[config.mk]
export PLATFORM = sky130hd
export DESIGN_NAME = scan_code_to_ascii_converter_top
export DESIGN_NICKNAME = d
export VERILOG_FILES = /design/src/rtl/sc2a_pkg.sv /design/src/rtl/sc2a_decoder.sv /design/src/rtl/sc2a_out_stage.sv /design/src/rtl/scan_code_to_ascii_converter_top.sv
export SDC_FILE = /design/constraint.sdc
export NUM_CORES = 1
export LEC_CHECK = 0
export BUFFER_PORTS_ARGS = -buffer_cell sky130_fd_sc_hd__buf_2
export CAP_MARGIN = 20
export CORE_ASPECT_RATIO = 0.75
export CORE_UTILIZATION = 55
export CTS_CLUSTER_SIZE = 8
export DETAILED_ROUTE_END_ITERATION = 10
export GPL_TIMING_DRIVEN = 1
export PLACE_DENSITY = 0.86
export SYNTH_ARGS = -nofsm -noshare
export SYNTH_HDL_FRONTEND = slang
export SYNTH_HIERARCHICAL = 1
export SYNTH_SLANG_ARGS = --single-unit
[constraint.sdc]
create_clock -name clk -period 5.2 [get_ports clk]
set_input_delay 0.52 -clock clk [delete_from_list [all_inputs] [get_ports clk]]
set_output_delay 0.52 -clock clk [all_outputs]
set_load 0.02 [all_outputs]
[src/rtl/sc2a_pkg.sv]
package sc2a_pkg;

  localparam int unsigned TABLE_ENTRIES = 89;
  localparam logic [2:0]  PAUSE_SKIP    = 3'd2;

  localparam logic [7:0] BYTE_PAUSE  = 8'hE1;
  localparam logic [7:0] BYTE_PREFIX = 8'hE0;

  localparam logic [6:0] IDX_LSHIFT = 7'h2A;
  localparam logic [6:0] IDX_RSHIFT = 7'h36;
  localparam logic [6:0] IDX_CAPS   = 7'h3A;
  localparam logic [6:0] IDX_NUM    = 7'h45;
  localparam logic [6:0] IDX_SCROLL = 7'h46;

  localparam logic [6:0] IDX_SYM_LO = 7'd2;
  localparam logic [6:0] IDX_SYM_HI = 7'd53;
  localparam logic [6:0] IDX_PAD_LO = 7'd71;
  localparam logic [6:0] IDX_PAD_HI = 7'd83;

  localparam logic [7:0] KC_NONE  = 8'h00;
  localparam logic [7:0] KC_PAUSE = 8'hA0;

  localparam logic [7:0] ASCII_A_LO = 8'h61;
  localparam logic [7:0] ASCII_Z_LO = 8'h7A;

  typedef struct packed {
    logic [7:0] key_code;
    logic       pressed;
    logic       extended;
  } key_result_t;

  // {normal, shifted} per scan index
  localparam logic [15:0] KEY_MAP [0:TABLE_ENTRIES-1] = '{
    16'h0000, 16'h1B1B, 16'h3121, 16'h3240, 16'h3323, 16'h3424, 16'h3525, 16'h365E,
    16'h3726, 16'h382A, 16'h3928, 16'h3029, 16'h2D5F, 16'h3D2B, 16'h0808, 16'h0909,
    16'h7151, 16'h7757, 16'h6545, 16'h7252, 16'h7454, 16'h7959, 16'h7555, 16'h6949,
    16'h6F4F, 16'h7050, 16'h5B7B, 16'h5D7D, 16'h0A0A, 16'h8181, 16'h6141, 16'h7353,
    16'h6444, 16'h6646, 16'h6747, 16'h6848, 16'h6A4A, 16'h6B4B, 16'h6C4C, 16'h3B3A,
    16'h2722, 16'h607E, 16'h8282, 16'h5C7C, 16'h7A5A, 16'h7858, 16'h6343, 16'h7656,
    16'h6242, 16'h6E4E, 16'h6D4D, 16'h2C3C, 16'h2E3E, 16'h2F3F, 16'h8383, 16'h2A2A,
    16'h8585, 16'h2020, 16'h8686, 16'h8787, 16'h8888, 16'h8989, 16'h8A8A, 16'h8B8B,
    16'h8C8C, 16'h8D8D, 16'h8E8E, 16'h8F8F, 16'h9090, 16'h9191, 16'h9292, 16'h9337,
    16'h9438, 16'h9539, 16'h2D2D, 16'h9634, 16'h9735, 16'h9836, 16'h2B2B, 16'h9931,
    16'h9A32, 16'h9B33, 16'h9C30, 16'h9D2E, 16'h0000, 16'h0000, 16'h0000, 16'h9E9E,
    16'h9F9F
  };

  function automatic logic [7:0] key_lookup(logic [6:0] idx, logic col);
    logic [15:0] entry;
    entry = {KC_NONE, KC_NONE};
    if (32'(idx) < TABLE_ENTRIES) begin
      entry = KEY_MAP[idx];
    end
    return col ? entry[7:0] : entry[15:8];
  endfunction

endpackage

[src/rtl/sc2a_decoder.sv]
module sc2a_decoder (
  input  logic                clk,
  input  logic                rst,
  input  logic                fire,
  input  logic [7:0]          scan_byte,
  output logic                produce,
  output sc2a_pkg::key_result_t result
);
  import sc2a_pkg::*;

  logic       shift_held, caps_lock_on, num_lock_on, scroll_lock_on, prefix_seen;
  logic [2:0] bytes_to_skip;

  logic [6:0] idx;
  logic       down, skipping, is_pause, is_prefix, is_letter, col;
  logic [7:0] normal_code;

  assign idx       = scan_byte[6:0];
  assign down      = ~scan_byte[7];
  assign skipping  = (bytes_to_skip != 3'd0);
  assign is_pause  = (scan_byte == BYTE_PAUSE);
  assign is_prefix = (scan_byte == BYTE_PREFIX);

  assign normal_code = key_lookup(idx, 1'b0);
  assign is_letter   = (normal_code >= ASCII_A_LO) && (normal_code <= ASCII_Z_LO);

  always_comb begin
    priority if (is_letter) begin
      col = shift_held ^ caps_lock_on;
    end else if (idx >= IDX_SYM_LO && idx <= IDX_SYM_HI) begin
      col = shift_held;
    end else if (idx >= IDX_PAD_LO && idx <= IDX_PAD_HI && !prefix_seen) begin
      col = num_lock_on;
    end else begin
      col = 1'b0;
    end
  end

  always_comb begin
    produce         = !skipping && !is_prefix;
    result.key_code = key_lookup(idx, col);
    result.pressed  = down;
    result.extended = prefix_seen;
    if (is_pause) begin
      result.key_code = KC_PAUSE;
      result.pressed  = 1'b1;
      result.extended = 1'b0;
    end
  end

  always_ff @(posedge clk) begin
    if (rst) begin
      shift_held     <= 1'b0;
      caps_lock_on   <= 1'b0;
      num_lock_on    <= 1'b0;
      scroll_lock_on <= 1'b0;
      prefix_seen    <= 1'b0;
      bytes_to_skip  <= 3'd0;
    end else if (fire) begin
      priority if (skipping) begin
        bytes_to_skip <= bytes_to_skip - 3'd1;
      end else if (is_pause) begin
        bytes_to_skip <= PAUSE_SKIP;
      end else if (is_prefix) begin
        prefix_seen <= 1'b1;
      end else begin
        prefix_seen <= 1'b0;
        // locks see the old state for this byte's own lookup
        priority if (idx == IDX_LSHIFT || idx == IDX_RSHIFT) begin
          shift_held <= down;
        end else if (idx == IDX_CAPS && down) begin
          caps_lock_on <= ~caps_lock_on;
        end else if (idx == IDX_NUM && down) begin
          num_lock_on <= ~num_lock_on;
        end else if (idx == IDX_SCROLL && down) begin
          scroll_lock_on <= ~scroll_lock_on;
        end else begin
          shift_held <= shift_held;
        end
      end
    end
  end

endmodule

[src/rtl/sc2a_out_stage.sv]
module sc2a_out_stage (
  input  logic                  clk,
  input  logic                  rst,
  input  logic                  load,
  input  sc2a_pkg::key_result_t result,
  output logic                  free,
  output logic                  m_tvalid,
  input  logic                  m_tready,
  output logic [15:0]           m_tdata     // key_code[7:0], pressed[8], extended[9], zero
);
  import sc2a_pkg::*;

  logic        out_valid;
  key_result_t out_res;

  assign free     = !out_valid || m_tready;
  assign m_tvalid = out_valid;
  assign m_tdata  = {6'd0, out_res.extended, out_res.pressed, out_res.key_code};

  always_ff @(posedge clk) begin
    if (rst) begin
      out_valid <= 1'b0;
    end else if (free) begin
      out_valid <= load;
    end
  end

  always_ff @(posedge clk) begin
    if (free && load) begin
      out_res <= result;
    end
  end

endmodule

[src/rtl/scan_code_to_ascii_converter_top.sv]
// Set-1 keyboard scan byte to key code converter.
// Slave channel: one raw scan byte per transfer on s_tdata. Bit 7 set marks
// a key release. 0xE0 prefixes and the tail of the pause sequence give no
// result; every other byte gives exactly one result transfer.
// Master channel: key_code, pressed and extended packed in m_tdata.
// Path: a byte taken is held in the input register, decoded combinationally
// and registered in the result register, which drives m_tvalid and m_tdata.
// Throughput: one byte per cycle while m_tready stays high, set by the
// single decode step between the input register and the result register.
// A stalled receiver holds the result register; one more byte waits in the
// input register, and s_tready drops only once both are full.
// Reset (rst, synchronous) clears shift and lock state, the prefix flag,
// the pause skip count and both valid flags.
module scan_code_to_ascii_converter_top (
  input  logic        clk,
  input  logic        rst,
  input  logic        s_tvalid,
  output logic        s_tready,
  input  logic [7:0]  s_tdata,    // scan_byte[7:0]
  output logic        m_tvalid,
  input  logic        m_tready,
  output logic [15:0] m_tdata     // key_code[7:0], pressed[8], extended[9], zero
);
  import sc2a_pkg::*;

  logic        in_valid;
  logic [7:0]  in_byte;
  logic        out_free, advance, produce;
  key_result_t result;

  assign advance  = in_valid && out_free;
  assign s_tready = !in_valid || out_free;

  always_ff @(posedge clk) begin
    if (rst) begin
      in_valid <= 1'b0;
    end else if (s_tready) begin
      in_valid <= s_tvalid;
    end
  end

  always_ff @(posedge clk) begin
    if (s_tready && s_tvalid) begin
      in_byte <= s_tdata;
    end
  end

  sc2a_decoder u_decoder (
    .clk       (clk),
    .rst       (rst),
    .fire      (advance),
    .scan_byte (in_byte),
    .produce   (produce),
    .result    (result)
  );

  sc2a_out_stage u_out (
    .clk      (clk),
    .rst      (rst),
    .load     (advance && produce),
    .result   (result),
    .free     (out_free),
    .m_tvalid (m_tvalid),
    .m_tready (m_tready),
    .m_tdata  (m_tdata)
  );

endmodule

Yosys cells after proc, flatten, opt, wreduce, memory -nomap -nowiden
Memory sizes are Yosys's and may differ from the RTL's.
Index checks and enable logic that the tools add are counted.
Operators by class
  add/subtract/negate cells: 1
  magnitude comparators: 8
  equal/unequal tests: 6
  muxes and demuxes: 10
  bitwise logic cells: 10
  reduce and logical (&&, ||, !) cells: 26
Operators by type and width (count)
  $mux 16: 3
  $eq 7x6->1 const B: 3
  $eq 8x8->1 const B: 2
  $logic_and 1x1->1: 11
  $ge 8x7->1 const B: 1
  $ge 8x8->1 const B: 1
  $le 8x7->1 const B: 1
  $mux 8: 1
  $not 1->1: 8
  $not 7->8: 1
  $eq 7x7->1 const B: 1
  $ge 7x2->1 const B: 1
  $ge 7x7->1 const B: 1
  $le 7x6->1 const B: 1
  $le 7x7->1 const B: 1
  $lt 7x7->1 const B: 1
  $reduce_and 7->1: 1
  $mux 3: 2
  $reduce_and 6->1: 1
  $logic_not 1->1: 5
  $reduce_and 5->1: 1
  $mux 1: 4
  $logic_or 1x1->1: 3
  $reduce_and 3->1: 1
  other kinds (5): 5
Word-level totals
  register bits: 27
  memory bits (read-only): 2048
  logic and storage cells: 73
  memories: 1
Memories
  (name not given): words 128, width 16, read ports 1, clocked after memory_dff 0, write ports 0, line sc2a_pkg.sv:52  | entry = KEY_MAP[idx];

Logic depth before layout (Yosys ltp)
Gate-level depths: netlist of the first run.
  word-level depth: 9
  gate-level depth with buffers: 13
  mapped depth without buffers: 11

Cells and area by module
Netlist of the first run, hierarchy kept.
By module, submodules not included
  sc2a_decoder: instances 1, cells an instance 365, area each 2521.2 um^2
  sc2a_out_stage: instances 1, cells an instance 22, area each 404.1 um^2
  scan_code_to_ascii_converter_top: instances 1, cells an instance 15, area each 310.3 um^2

Least setup slack after synthesis of the first run
Ideal clock, no wire load.
  path type: register -> register
  start point: register in_byte[1]
  end point: register u_out.out_res, in the netlist u_out/m_tdata[2] (data pin)
  library setup time: 0.260 ns
  arrival time: 3.112 ns
  required time: 4.940 ns
  path slack: 1.828 ns
  cell stages (with the launch flop): 13
  path buffers: 1
  clock period less this slack: 3.372 ns
  cell sequence: edfxtp_1 > inv_1 > ha_1 > buf_6 > or2_1 > a211o_1 > a31o_1 > nand4_2 > nor2_1 > o21ai_1 > o2111ai_2 > mux2_4 > mux2_4
Between the ends
  longest elaborated chain between the ends: 9
RTL lines
  from (decl): line scan_code_to_ascii_converter_top.sv:27  | logic [7:0] in_byte;
  from (signal assigned): line scan_code_to_ascii_converter_top.sv:44  | in_byte <= s_tdata;
  $not 7->8 (implied by the code): line sc2a_pkg.sv:52
  $mem_v2 128x16
  $mux 16 (implied by the code) (2 in series): line sc2a_pkg.sv:52
  $mux 16: line sc2a_pkg.sv:51  | if (32'(idx) < TABLE_ENTRIES) begin
  $ge 8x7->1 or $le 8x7->1 (tied branches): line sc2a_decoder.sv:25  | assign is_letter = (normal_code >= ASCII_A_LO) && (normal_code <= ASCII_Z_LO);
  $logic_and 1x1->1: line sc2a_decoder.sv:25
  $mux 1: line sc2a_decoder.sv:28  | priority if (is_letter) begin
  $mux 8: line sc2a_pkg.sv:54  | return col ? entry[7:0] : entry[15:8];
  to (signal assigned): line sc2a_out_stage.sv:30  | out_res <= result;
  to (decl): line sc2a_out_stage.sv:14  | key_result_t out_res;
Several ways; a longest one is shown, not always the timed one. The select of a mux whose other input is x is not followed.
A chain may end at the register's enable or synchronous reset.

Final worst setup path of the first run
Same ends and word-level chain as after synthesis.

==> qor.csv, run 1 <==
metric,value,unit
gr-total-overflow,0,
yosysTopAreaCell,edfxtp_1,
postCtsResizedCells,0,
viasPerCell,6.70,
drtPass1Iterations,5,
grt_max_degree,53,
async_reset_ff_frac,0,
postRouteAntennaNets,0,
hpwl,7150,um
core_region_area,5500,um2
cts_sinks,27,
cts.clk_slew.worst_paths,0.10,ns
pre_cts_ws,1.49,ns
yosysUniqueCellTypes,79,
num_vias,3227,
htree_levels,1,
timing.fmax,255,MHz
groute.usage.overall,0.331,
drive_gt1_frac,0.170,
synth.area.top_cells,"edfxtp_1 (17%), ha_1 (7.0%), dfxtp_1 (5.6%)",
startpoint,in_byte[1],
post_cts_buffers,0,
setup.worst_path.class,flip-flop to flip-flop,
post_synth_instance_area,3240,um2
p_total,0.606,mW
maxCapViolations,0,
synth-edff-count,18,
die_area,6200,um2
synth_flop_cell,edfxtp_1,
drv_slew,0,
fin_crit,3.91,ns
p_leak,1.28,nW
ys_ff_latch,27,
nets,438,
rows,23,
die_h,68.4,um
antenna_found_initial,0,
hold_viol_final,0,
cp.required,5.23,ns
cts_buffer_depth,2,
pin_count,30,
numPortBuffers,23,
clk_latency,0.28,ns
holdBufCountCts,0,
startpoint_type,flip-flop,
setup_ws,1.29,ns
setup_tns,0,ns
synthCells,402,
syn2layout_area_growth,1.89,%
yosysTopAreaCellShare,0.167,
gp_congestion,1.02,
cts-root-buf,clkbuf_8,
antennaDiodeCount,0,
cp.arrival,3.95,ns
cp-end-kind,flip-flop,
cts_tree,done,
synthTopCellsByCount,"nor2_1 (42), a21oi_1 (34), nand2_1 (31), o21ai_0 (19)",
start_util,0.589,
p_per_area,184,nW/um2
maxSlewHeadroom,0.439,
avgSynthCellArea,8.05,um2
routed_wl,10000,um
status,finished clean,
ys_warn_count,6,
synth_most_common_cell,nor2_1,
min-delay-start,s_tdata[2],
avgRoutedWirePerCell,20.8,um
timing.rr.start,in_byte[1],
finalSetupViolCount,0,
grt_pass1_wl,15600,um
drtIter0Drc,535,
clock_skew,0.00833,ns
critPathMaxFanout,21,
finalCritPeriodShare,0.753,
route.detailed.drc,0,
peakVddDrop,0.000137,V
rsz0062_at_grt,no,
worstHoldPathType,primary input to flip-flop,
fp.dieW,90.6,um
rr_worst_depth,11,
numCtsBuffers,3,
hold_depth,1,
worst_slew_pin_slew,0.821,ns
yosysSeqAreaShare,0.223,
grt_pass1_vias,2911,
-- worst paths after layout --
| kind | end | slack, ns |
|---|---|---|
| setup / recovery | u_out/m_tdata[2] | 1.29 |
| hold / removal | in_byte[2] | 0.41 |
| setup reg to reg | u_out/m_tdata[2] | 1.29 |
| hold reg to reg | u_decoder/bytes_to_skip[1] | 0.50 |
-- metrics by stage --
step                      hold slack (ns)   util  std cells  cell area (um2)
after floorplan                     0.454      -        407             3250
after global placement              0.476  0.591        478             3250
after detailed placement            0.476  0.591        478             3250
after CTS                           0.402  0.600        482             3300
after global routing                0.391  0.600        482             3300
final                               0.406  0.600        482             3300
-- worst max-delay path: stages (launching register included) --
cell	delay [ns]
edfxtp_1	0.37
buf_4	0.22
inv_1	0.33
ha_1	0.58
nor2_1	0.10
a2111oi_0	0.76
o41ai_2	0.23
nor2_1	0.13
o21ai_1	0.08
o2111ai_2	0.16
mux2_4	0.39
mux2_4	0.31
-- registers in the layout, indices dropped and copies added (netlist names) --
name                     flops
u_decoder/num_lock_on        1
u_decoder/bytes_to_skip      3
u_out/m_tvalid               1
u_out/m_tdata               10
u_decoder/caps_lock_on       1
in_byte                      8
u_decoder/shift_held         1
in_valid                     1
u_decoder/prefix_seen        1
-- metal layers --
layer  global-route usage  part of all wire  vias up
li1                     -                 -     1486
met1                0.434              0.41     1465
met5                    0                 0        -
met4                0.165             0.041        0
met3               0.0878              0.13       35
met2                0.509              0.42      241
-- cells by family (layout without fill, tap and decap cells) --
logic type	count (synthesis)	after routing	share of synthesized area
flops	27	27	0.223
compound gates	135	135	0.293
simple gates	149	149	0.239
fa+ha+maj	18	18	0.0696
buf+inv	52	52	0.106
xor+xnor	4	4	0.0108
other cells	1	6	0.00116
mux	16	16	0.0572
-- report_power, final --
part	leakage [nW]	internal (mW)	total [mW]	switching (mW)
combinational	1.00	0.0780	0.227	0.149
clock	0.0261	0.0563	0.128	0.0714
sequential	0.246	0.240	0.251	0.0106
total	1.28	0.375	0.606	0.231
-- cell type report --
cell class	count	area [um2]
well taps	75	93.8
flip-flops and latches	27	721
inverters	16	60.1
multi-input cells	328	2190
clock inverters	1	8.76
fillers	517	2200
repair buffers	32	183
clock buffers	3	41.3
-- cell usage in the layout (no fill, tap or decap), types with 5 or more instances in the layout --
master,n
a211oi_1,5
a21oi_1,34
a31oi_1,7
buf_2,23
buf_4,9
conb_1,6
dfxtp_1,9
edfxtp_1,18
ha_1,18
inv_1,14
mux2i_1,11
nand2_1,31
nand2b_1,7
nand3_1,14
nor2_1,42
nor2b_1,11
nor3_1,9
o211ai_1,6
o21ai_0,19
o21ai_1,9
(Power assumes the default switching activity.)
==> run 2, diff against run 1 <==
==> constraint.sdc (replaced) <==
create_clock -name clk -period 3.96 [get_ports clk]
set_input_delay 0.396 -clock clk [delete_from_list [all_inputs] [get_ports clk]]
set_output_delay 0.396 -clock clk [all_outputs]
set_load 0.02 [all_outputs]
==> qor.csv, run 2 (synthesis results as in run 1) <==
metric,value,unit,change
status,finished with violations,,was finished clean
violations,design-rule violations,,
largest_reg_flops,10,,unchanged
place_inst,482,,was 478
grt_max_degree,65,,was 53
startpoint_type,flip-flop,,unchanged
cp.required,4.00,ns,was 5.23 ns
cp.arrival,3.53,ns,was 3.95 ns
drive_gt1_frac,0.178,,was 0.170
fin_crit,3.49,ns,was 3.91 ns
worstHoldPathType,primary input to flip-flop,,unchanged
cp-end-kind,flip-flop,,unchanged
timing.fmax,286,MHz,was 255 MHz
maxCapViolations,0,,unchanged
cts_sinks,27,,unchanged
maxSlewHeadroom,0.449,,was 0.439
rsz0062_at_grt,no,,unchanged
hpwl,6700,um,was 7150 um
critPathMaxStageDelay,0.53,ns,was 0.76 ns
cts_tree,done,,unchanged
gp_congestion,1.04,,was 1.02
pin_count,30,,unchanged
finalCritPeriodShare,0.882,,was 0.753
p_leak,1.30,nW,was 1.28 nW
slowest_stage,mux4_2,,was a2111oi_0
grt_pass1_wl,14600,um,"was 15,600 um"
p_total,0.794,mW,was 0.606 mW
drv_slew,0,,unchanged
dpl_cell_area,3300,um2,was 3250 um2
finalInstanceArea,3350,um2,was 3300 um2
holdBufCountCts,0,,unchanged
postRouteAntennaNets,0,,unchanged
antennaDiodeCount,0,,unchanged
path_cells,buf_4 > ha_1 > inv_1 > mux4_2 > nor3_1 > o41ai_2 > nor2_1 > o21ai_1 > o2111ai_2 > mux2_4 > mux2_4,,was buf_4 > inv_1 > ha_1 > nor2_1 > a2111oi_0 > o41ai_2 > nor2_1 > o21ai_1 > o2111ai_2 > mux2_4 > mux2_4
setup.worst_path.class,flip-flop to flip-flop,,unchanged
critPathMaxFanout,23,,was 21
core_region_area,5500,um2,unchanged
die_area,6200,um2,unchanged
route.detailed.drc,1,,was 0
postCtsResizedCells,0,,unchanged
cts_buffer_depth,2,,unchanged
post_cts_buffers,0,,unchanged
fin_cells,486,,was 482
viasPerCell,6.84,,was 6.70
cts.clk_slew.worst_paths,0.10,ns,about the same
routed_wl,9430,um,"was 10,000 um"
grt_pass1_vias,2861,,"was 2,911"
layout_common_cells,"nor2_1 (42), a21oi_1 (34), nand2_1 (31), buf_2 (23), o21ai_0 (19)",,unchanged
clock_skew,0.00345,ns,was 0.00833 ns
setup_tns,0,ns,unchanged
clk_latency,0.27,ns,was 0.28 ns
n_fill_cell,480,,was 517
finalSetupViolCount,0,,unchanged
drtIter0Drc,652,,was 535
avgRoutedWirePerCell,19.4,um,was 20.8 um
die_h,68.4,um,unchanged
peakVddDrop,0.000160,V,was 0.000137 V
groute.usage.overall,0.305,,was 0.331
nets,442,,was 438
numPortBuffers,23,,unchanged
rrSetupSlack,0.47,ns,was 1.29 ns
rows,23,,unchanged
p_per_area,237,nW/um2,was 184 nW/um2
final_common_cell,nor2_1,,unchanged
numCtsBuffers,3,,unchanged
syn2layout_area_growth,3.60,%,was 1.89%
gr-total-overflow,0,,unchanged
cts-root-buf,clkbuf_8,,unchanged
fp.dieW,90.6,um,unchanged
antenna_found_initial,0,,unchanged
worst_slew_pin_slew,0.815,ns,was 0.821 ns
num_vias,3322,,"was 3,227"
start_util,0.589,,unchanged
htree_levels,1,,unchanged
hold_viol_final,0,,unchanged
drtPass1Iterations,11,,was 5
crit_top_cell,mux2_4,,
run 2: cell count changes in the layout (fill, tap and decap cells not counted):
cell	before	now
buf_12	0	2
buf_4	9	11
run 2: metrics by stage:
| step | setup WS (ns) | hold WS (ns) | utilization |
|---|---|---|---|
| floorplan | 0.588 | 0.454 | - |
| global placement | 0.601 | 0.468 | 0.601 |
| detailed placement | 0.566 | 0.476 | 0.601 |
| CTS | 0.550 | 0.283 | 0.610 |
| global route | 0.316 | 0.272 | 0.610 |
| finish | 0.467 | 0.287 | 0.610 |
run 2: final cells by class:
type / count / area, um2 / share of cell area
flip-flops and latches: 27 / 721 / 0.215
inverters: 16 / 60.1 / 0.0179
clock inverters: 1 / 8.76 / 0.00261
clock buffers: 3 / 41.3 / 0.0123
repair buffers: 36 / 238 / 0.0709
multi-input cells: 328 / 2190 / 0.653
well taps: 75 / 93.8 / 0.0280
run 2: worst max-delay path: cells and delay by family (launching register included):
| family | cells | cell delay, ns |
|---|---|---|
| buffers and inverters | 2 | 0.48 |
| flip-flops | 1 | 0.36 |
| AO/OA/AOI/OAI | 3 | 0.36 |
| adder cells (fa/ha/maj) | 1 | 0.48 |
| AND/OR/NAND/NOR | 2 | 0.35 |
| multiplexers | 3 | 1.21 |
run 2: path summary, 6_finish.rpt:
path                            cells past startpoint                  startpoint                         end
worst max-delay path                               11                  in_byte[0]            u_out/m_tdata[2]
worst min-delay path                                1                  s_tdata[0]                  in_byte[0]
worst max register to register                     11                  in_byte[0]            u_out/m_tdata[2]
worst min register to register                      2  u_decoder/bytes_to_skip[1]  u_decoder/bytes_to_skip[1]
run 2: power breakdown:
| part | total, mW | switching, mW | internal (mW) |
|---|---|---|---|
| Combinational | 0.308 | 0.200 | 0.108 |
| Clock | 0.164 | 0.0901 | 0.0738 |
| Sequential | 0.322 | 0.00670 | 0.316 |
run 2: per-layer routing:
layer  up-vias  wire [um]  track usage
met5         -          0            0
met4         0        389        0.133
met3        52       1430       0.0811
met2       286       3840        0.461
met1      1488       3770        0.412
li1       1496          -            -
